**src/rtl/ksff_pkg.sv**
```systemverilog
`default_nettype none
package ksff_pkg;

	localparam int KAPPA_W = 18;
	localparam logic signed [KAPPA_W-1:0] KAPPA_HALF = 18'sd32768;
	localparam int KAPPA_SHIFT = 18;

	typedef enum logic [3:0] {
		S_IDLE, S_MUL, S_ACC, S_RND, S_LMUL, S_LSUM, S_QSUM, S_QPRE,
		S_QDIV, S_QCLS, S_QSQ, S_QSQF, S_QMUL, S_QFIN, S_FIN
	} state_t;

	// controller to datapath
	typedef struct packed {
		logic load_in;
		logic mul;
		logic acc;
		logic rnd;
		logic lmul;
		logic lsum;
		logic qsum;
		logic qpre;
		logic div_step;
		logic qcls;
		logic sq_step;
		logic sq_fin;
		logic qmul;
		logic qfin;
		logic out_load;
	} cmd_t;

	// datapath to controller
	typedef struct packed {
		logic last;
		logic bnd;
		logic quick;
		logic skip;
		logic need_sqrt;
		logic iter_done;
		logic out_busy;
	} stat_t;

	// clamp to the 32-bit signed range
	function automatic logic signed [31:0] sat32(input logic signed [63:0] x);
		logic signed [31:0] r;
		if (x > 64'sd2147483647) r = 32'sh7fffffff;
		else if (x < -64'sd2147483648) r = 32'sh80000000;
		else r = x[31:0];
		return r;
	endfunction

endpackage
`default_nettype wire

```
**src/rtl/ksff_ctrl.sv**
```systemverilog
`default_nettype none
module ksff_ctrl (
	input  wire logic            clk,
	input  wire logic            arst_n,
	input  wire logic            in_valid,
	output logic                 in_stall,
	input  wire ksff_pkg::stat_t st,
	output ksff_pkg::cmd_t       cmd
);
	import ksff_pkg::*;

	state_t state_q, state_d;

	always_ff @(posedge clk or negedge arst_n) begin
		if (!arst_n) state_q <= S_IDLE;
		else state_q <= state_d;
	end

	// next state
	always_comb begin
		state_d = state_q;
		unique case (state_q)
			S_IDLE: if (in_valid) state_d = S_MUL;
			S_MUL:  state_d = S_ACC;
			S_ACC:  state_d = st.last ? S_RND : S_IDLE;
			S_RND: begin
				if (st.bnd) state_d = S_FIN;
				else if (st.quick) state_d = S_QSUM;
				else state_d = S_LMUL;
			end
			S_LMUL: state_d = S_LSUM;
			S_LSUM: state_d = S_FIN;
			S_QSUM: state_d = S_QPRE;
			S_QPRE: state_d = st.skip ? S_QMUL : S_QDIV;
			S_QDIV: if (st.iter_done) state_d = S_QCLS;
			S_QCLS: state_d = st.need_sqrt ? S_QSQ : S_QMUL;
			S_QSQ:  if (st.iter_done) state_d = S_QSQF;
			S_QSQF: state_d = S_QMUL;
			S_QMUL: state_d = S_QFIN;
			S_QFIN: state_d = S_FIN;
			S_FIN:  if (!st.out_busy) state_d = S_IDLE;
			default: state_d = S_IDLE;
		endcase
	end

	// commands
	always_comb begin
		cmd = '0;
		in_stall = 1'b1;
		unique case (state_q)
			S_IDLE: begin
				in_stall = 1'b0;
				cmd.load_in = in_valid;
			end
			S_MUL:  cmd.mul = 1'b1;
			S_ACC:  cmd.acc = 1'b1;
			S_RND:  cmd.rnd = 1'b1;
			S_LMUL: cmd.lmul = 1'b1;
			S_LSUM: cmd.lsum = 1'b1;
			S_QSUM: cmd.qsum = 1'b1;
			S_QPRE: cmd.qpre = 1'b1;
			S_QDIV: cmd.div_step = 1'b1;
			S_QCLS: cmd.qcls = 1'b1;
			S_QSQ:  cmd.sq_step = 1'b1;
			S_QSQF: cmd.sq_fin = 1'b1;
			S_QMUL: cmd.qmul = 1'b1;
			S_QFIN: cmd.qfin = 1'b1;
			S_FIN:  cmd.out_load = !st.out_busy;
			default: cmd = '0;
		endcase
	end
endmodule
`default_nettype wire

```
**config.mk**
```make
export PLATFORM = sky130hd
export DESIGN_NAME = ksff_ctrl
export DESIGN_NICKNAME = d
export VERILOG_FILES = /design/src/rtl/ksff_pkg.sv /design/src/rtl/ksff_ctrl.sv
export SDC_FILE = /design/constraint.sdc
export NUM_CORES = 1
export LEC_CHECK = 0
export BUFFER_PORTS_ARGS = -buffer_cell sky130_fd_sc_hd__buf_2
export CAP_MARGIN = 10
export CORE_AREA = 4 4 41 43
export CTS_CLUSTER_DIAMETER = 150
export DETAILED_ROUTE_END_ITERATION = 8
export DIE_AREA = 0 0 45 47
export GPL_ROUTABILITY_DRIVEN = 0
export GPL_TIMING_DRIVEN = 1
export SYNTH_ARGS = -nofsm -noshare
export SYNTH_HDL_FRONTEND = slang
export SYNTH_SLANG_ARGS = --single-unit
```
**constraint.sdc**
```tcl
create_clock -name clk -period 2.25 [get_ports clk]
set_clock_uncertainty 0.2 [all_clocks]
set_input_delay 0.45 -clock clk [delete_from_list [all_inputs] [get_ports clk]]
set_output_delay 0.45 -clock clk [all_outputs]
set_load 0.005 [all_outputs]
```
==> results_dict.tcl, run 1 <==
set metrics [dict create \
    status "completed" \
    ir_worst_vdd_v 0.000450 \
    regArea_um2 100 \
    dominantRegCellSynth "dfrtp_1" \
    slew_viol_final 0 \
    hpwl_um 837 \
    vias_per_cell 4.98 \
    die_area_um2 2120 \
    grt_pass1_vias 418 \
    rsz0062_at_grt "no" \
    largest_register_ffs 4 \
    hold_viol 0 \
    critPathRequiredTime_ns 1.60 \
    leakagePower_nw 0.275 \
    antennaDiodeCount 0 \
    cts_tree "built" \
    r2r_slack_ns 0.73 \
    clk_path_buf_depth 2 \
    synth_area_leaders "dfrtp_1 26%, nor2_1 11%, nand2b_1 6.4%" \
    yosysSeqAreaShare_pct 25.6 \
    die_y_um 47 \
    die_width_um 45 \
    syn_to_final_growth_pct 35.8 \
    yosys-top-cells-count "11 x nor2_1, 6 x nand2_1, 5 x nor3_1" \
    top_register "state_q" \
    drt_iter0_drc 15 \
    drt_drc_violations_left 0 \
    syn_inst 56 \
    power_mw 0.647 \
    ys_seq_elements 4 \
    p_per_area_nw_per_um2 1220 \
    cts.reportedPaths.clkPinSlew_ns 0.04 \
    synthesis.nets 66 \
    final_util_pct 40.9 \
    track_usage_pct 11.4 \
    multi_input_area_um2 248 \
    via_count 473 \
    io_buffers 25 \
    r2r_cells 3 \
    synthMostInstantiatedCell "nor2_1" \
    maxCapViolations 0 \
    setup_violations 0 \
    post-cts-setup-buffers 0 \
    fillers 150 \
    crit_path_start "state_q[3]" \
    grt_pass1_wl_um 1790 \
    htree_levels 1 \
    antenna_found_initial 0 \
    rr_startpoint "state_q[2]" \
    synth_cell_types 23 \
    syn_area_um2 392 \
    start_kind "flip-flop" \
    clockRootBuffer "clkbuf_4" \
    ios 26 \
    reg_top3 "state_q x4" \
    rows 13 \
    crit_path_end_kind "output pin" \
    insertion_delay_ns 0.23 \
    grt_max_degree 15 \
    crit_type "flip-flop to output pin" \
    fin_nets 92 \
    cts_sinks 4 \
    fin_tns_setup_ns 0 \
    max_freq_mhz 458 \
    cp_data_arrival_time_ns 1.53 \
    hold_path.class "primary input to asynchronous set/reset pin" \
    timing.final.crit_period_ns 2.18 \
    synth_top_area_share_pct 25.6 \
    drive_above_1_share_pct 38.8 \
    coreArea_um2 1300 \
    avgSynthCellArea_um2 6.99 \
    synth_largest_area_cell "dfrtp_1" \
    ys_async_sr_fraction_pct 100 \
    yosysWarnings 0 \
    first_pass_iters 4 \
    worst_slew_pin_slew_ns 0.416 \
    cts-buffers-inserted 3 \
    wirelength_um 1070 \
    rr_endpoint "state_q[0]" \
    initial_core_util_pct 30.1 \
    slew_headroom_pct 72.3 \
    endpoint "cmd[14]" \
    synth_edf_count 0 \
    ant_nets 0 \
    grt-ovfl-total 0 \
    crit_fanout 10 \
    wl_per_cell_um 11.3 \
    period_share_pct 97.0 \
]
[per-layer routing]
metal	vias up	global-route usage (%)	wire [um]
met5	-	0	0
met4	0	3.51	0
met3	0	6.13	97
met2	16	16.1	514
met1	217	14.9	462
li1	240	-	-
[where the power goes]
group / switching, mW / total (mW) / internal, mW
sequential: 0.105 / 0.214 / 0.109
clock: 0.0261 / 0.0855 / 0.0594
combinational: 0.174 / 0.347 / 0.174
[worst max-delay path: stages, from the launching register on]
cell and delay (ns):
dfrtp_1 0.46, or2_4 0.32, or3_4 0.34, nor2_2 0.07, buf_2 0.11
[area by class of cell]
cell class | count | area share (%)
tap | 15 | 3.53
multi-input combinational | 45 | 46.6
clock buffer | 3 | 4.24
sequential | 4 | 18.8
inverter | 2 | 1.41
timing repair buffer | 26 | 25.4
[cells by family (layout without fill, tap and decap cells)]
family | after synthesis | after routing | share of synthesized area, %
AND/OR/NAND/NOR | 32 | 32 | 39.9
AO/OA/AOI/OAI | 13 | 13 | 22.7
flip-flops | 4 | 4 | 25.6
buffers and inverters | 7 | 31 | 11.8
[worst min path at each step]
stage               cells after the start  slack, ns   start         end
floorplan                               0      -0.05  arst_n  state_q[0]
global placement                        1       0.06  arst_n  state_q[3]
detailed placement                      1       0.06  arst_n  state_q[3]
CTS                                     2       0.35  arst_n  state_q[1]
global route                            2       0.37  arst_n  state_q[3]
finish                                  2       0.38  arst_n  state_q[3]
[cell usage in the layout (no fill, tap or decap)]
| cell | n |
|---|---|
| buf_2 | 25 |
| nor2_1 | 11 |
| nand2_1 | 6 |
| nor3_1 | 5 |
| nand2b_1 | 4 |
| dfrtp_1 | 4 |
| o22ai_1 | 3 |
| nor2b_1 | 3 |
| clkbuf_4 | 3 |
| inv_1 | 2 |
| o21a_1 | 2 |
| o21ai_0 | 2 |
| or2_4 | 1 |
| or3_4 | 1 |
| nor2_2 | 1 |
| o21ai_1 | 1 |
| a2111oi_1 | 1 |
| a21oi_1 | 1 |
| o32a_1 | 1 |
| o211ai_1 | 1 |
| a21o_1 | 1 |
| dlygate4sd3_1 | 1 |
[repair_timing]
action                                  4_1_cts  5_1_grt
hold buffers                                  1        0
hold endpoints to repair                      4        0
gates resized for setup                       0        1
endpoints found under the setup margin        0        2
[metrics by stage]
step	instance area (um2)	instances	setup slack [ns]	hold WS, ns
2_1_floorplan	392	56	0.344	-0.0456
3_3_place_gp	497	91	0.297	0.0611
3_5_place_dp	497	91	0.271	0.0598
4_1_cts	529	95	0.0220	0.348
5_1_grt	532	95	0.00149	0.370
6_report	532	95	0.0686	0.381
Power figures use the tool's default switching activity.
==> run 2: changes to the inputs <==
--- a/config.mk
+++ b/config.mk
@@ -5,14 +5,16 @@
 export SDC_FILE = /design/constraint.sdc
 export NUM_CORES = 1
 export LEC_CHECK = 0
-export BUFFER_PORTS_ARGS = -buffer_cell sky130_fd_sc_hd__buf_2
+export BUFFER_PORTS_ARGS = -buffer_cell sky130_fd_sc_hd__clkbuf_2
 export CAP_MARGIN = 10
 export CORE_AREA = 4 4 41 43
+export CTS_BUF_LIST = sky130_fd_sc_hd__clkbuf_4
 export CTS_CLUSTER_DIAMETER = 150
 export DETAILED_ROUTE_END_ITERATION = 8
 export DIE_AREA = 0 0 45 47
 export GPL_ROUTABILITY_DRIVEN = 0
 export GPL_TIMING_DRIVEN = 1
+export SKIP_CTS_REPAIR_TIMING = 1
 export SYNTH_ARGS = -nofsm -noshare
 export SYNTH_HDL_FRONTEND = slang
 export SYNTH_SLANG_ARGS = --single-unit
==> run 2 against run 1 <==
  * Power up 0.79%
  * Final area up 0.24%
  * Critical path type unchanged
  * Sequential share of layout area up 0.19 points
==> results_dict.tcl, run 2 (synthesized netlist as in run 1, its figures left out) <==
set metrics [dict create \
    insertion_delay_ns 0.23 \
    htree_levels 1 \
    cts_sinks 4 \
    cpMaxStageDelayCell "dfrtp_2" \
    first_pass_iters 4 \
    fin_tns_setup_ns 0 \
    io_buffers 25 \
    antennaDiodeCount 0 \
    wirelength_um 1060 \
    rr_startpoint "state_q[2]" \
    clk_path_buf_depth 2 \
    slew_viol_final 0 \
    drive_above_1_share_pct 40.0 \
    start_kind "flip-flop" \
    die_area_um2 2120 \
    fillers 140 \
    slew_headroom_pct 73.1 \
    maxCapViolations 0 \
    drt_iter0_drc 20 \
    setup_violations 0 \
    path_cells "or2_4 -> or3_4 -> nor2_2 -> clkbuf_2" \
    final_util_pct 41.0 \
    top_register "state_q" \
    clockRootBuffer "clkbuf_4" \
    vias_per_cell 5.11 \
    wl_per_cell_um 11.1 \
    crit_type "flip-flop to output pin" \
    hold_path.class "primary input to asynchronous set/reset pin" \
    placed_area_um2 497 \
    syn_to_final_growth_pct 36.1 \
    cp_data_arrival_time_ns 1.51 \
    final_cell_mix "25 x clkbuf_2, 11 x nor2_1, 6 x nand2_1, 5 x nor3_1, 4 x nand2b_1" \
    reg_top3 "state_q x4" \
    grt-ovfl-total 0 \
    power_mw 0.652 \
    crit_buf_inv 1 \
    numPlacedInstances 91 \
    max_freq_mhz 462 \
    regArea_um2 101 \
    rows 13 \
    antenna_found_initial 0 \
    largest_register_ffs 4 \
    final_common_cell "clkbuf_2" \
    ant_nets 0 \
    hpwl_um 842 \
    crit_path_start "state_q[3]" \
    cts_tree "built" \
    hold_viol 0 \
    drt_drc_violations_left 0 \
    worst_slew_pin_slew_ns 0.404 \
    status "completed" \
    coreArea_um2 1300 \
    cpPeakStageDelay_ns 0.45 \
    multi_input_area_um2 248 \
    period_share_pct 96.1 \
    die_y_um 47 \
    die_width_um 45 \
    p_per_area_nw_per_um2 1220 \
    initial_core_util_pct 30.1 \
    track_usage_pct 10.5 \
    grt_pass1_wl_um 1640 \
    fin_nets 92 \
    crit_path_end_kind "output pin" \
    timing.final.crit_period_ns 2.16 \
    path_delay_family "simple AND/OR/NAND/NOR gates" \
    fin_area_um2 533 \
    cts-buffers-inserted 3 \
    via_count 485 \
    critPathRequiredTime_ns 1.60 \
    grt_pass1_vias 436 \
    leakagePower_nw 0.265 \
    cts.reportedPaths.clkPinSlew_ns 0.04 \
    ir_worst_vdd_v 0.000627 \
    grt_max_degree 15 \
    ios 26 \
    stdcell_count 95 \
    rsz0062_at_grt "no" \
    crit_fanout 10 \
]
-- run 2: cell types whose count changed in the layout (fill, tap and decap cells not counted) --
cell	change
clkbuf_2	+25
buf_2	-25
dfrtp_2	+1
dfrtp_1	-1
-- run 2: through the flow --
| stage | worst slack [ns] | hold slack, ns |
|---|---|---|
| global placement | 0.291 | 0.0642 |
| detailed placement | 0.250 | 0.0699 |
| floorplan | 0.344 | -0.0456 |
| CTS | 0.00218 | -0.179 |
| global route | 0.0211 | 0.387 |
| finish | 0.0874 | 0.362 |
-- run 2: path summary, 6_finish.rpt --
path,to,slack [ns],cells after the start
max,cmd[14],0.09,4
min,state_q[3],0.36,2
max reg2reg,state_q[0],0.73,3
min reg2reg,state_q[3],0.38,1
max in group asynchronous,state_q[3],1.35,2
min in group clk,state_q[1],0.36,3
-- run 2: area by class of cell --
type	count	area share [%]
timing repair buffer	26	25.4
tap	15	3.52
multi-input combinational	45	46.5
clock buffer	3	4.23
inverter	2	1.41
sequential	4	19.0
-- run 2: worst register-to-register path, cell delays in order, from the launching register on --
cell	delay, ns
dfrtp_1	0.47
nand2b_1	0.28
o22ai_1	0.12
a2111oi_1	0.34
-- run 2: where the power goes --
group | leakage [nW] | internal (mW) | switching [mW] | total, mW
logic | 0.206 | 0.174 | 0.180 | 0.354
clock network | 0.0138 | 0.0595 | 0.0272 | 0.0867
registers | 0.0460 | 0.111 | 0.100 | 0.211
total | 0.265 | 0.344 | 0.308 | 0.652
-- run 2: metal layers --
layer	routed length, um	GRT usage [%]
met4	17	3.51
met3	88	3.45
met5	0	0
met2	475	16.9
met1	475	13.1
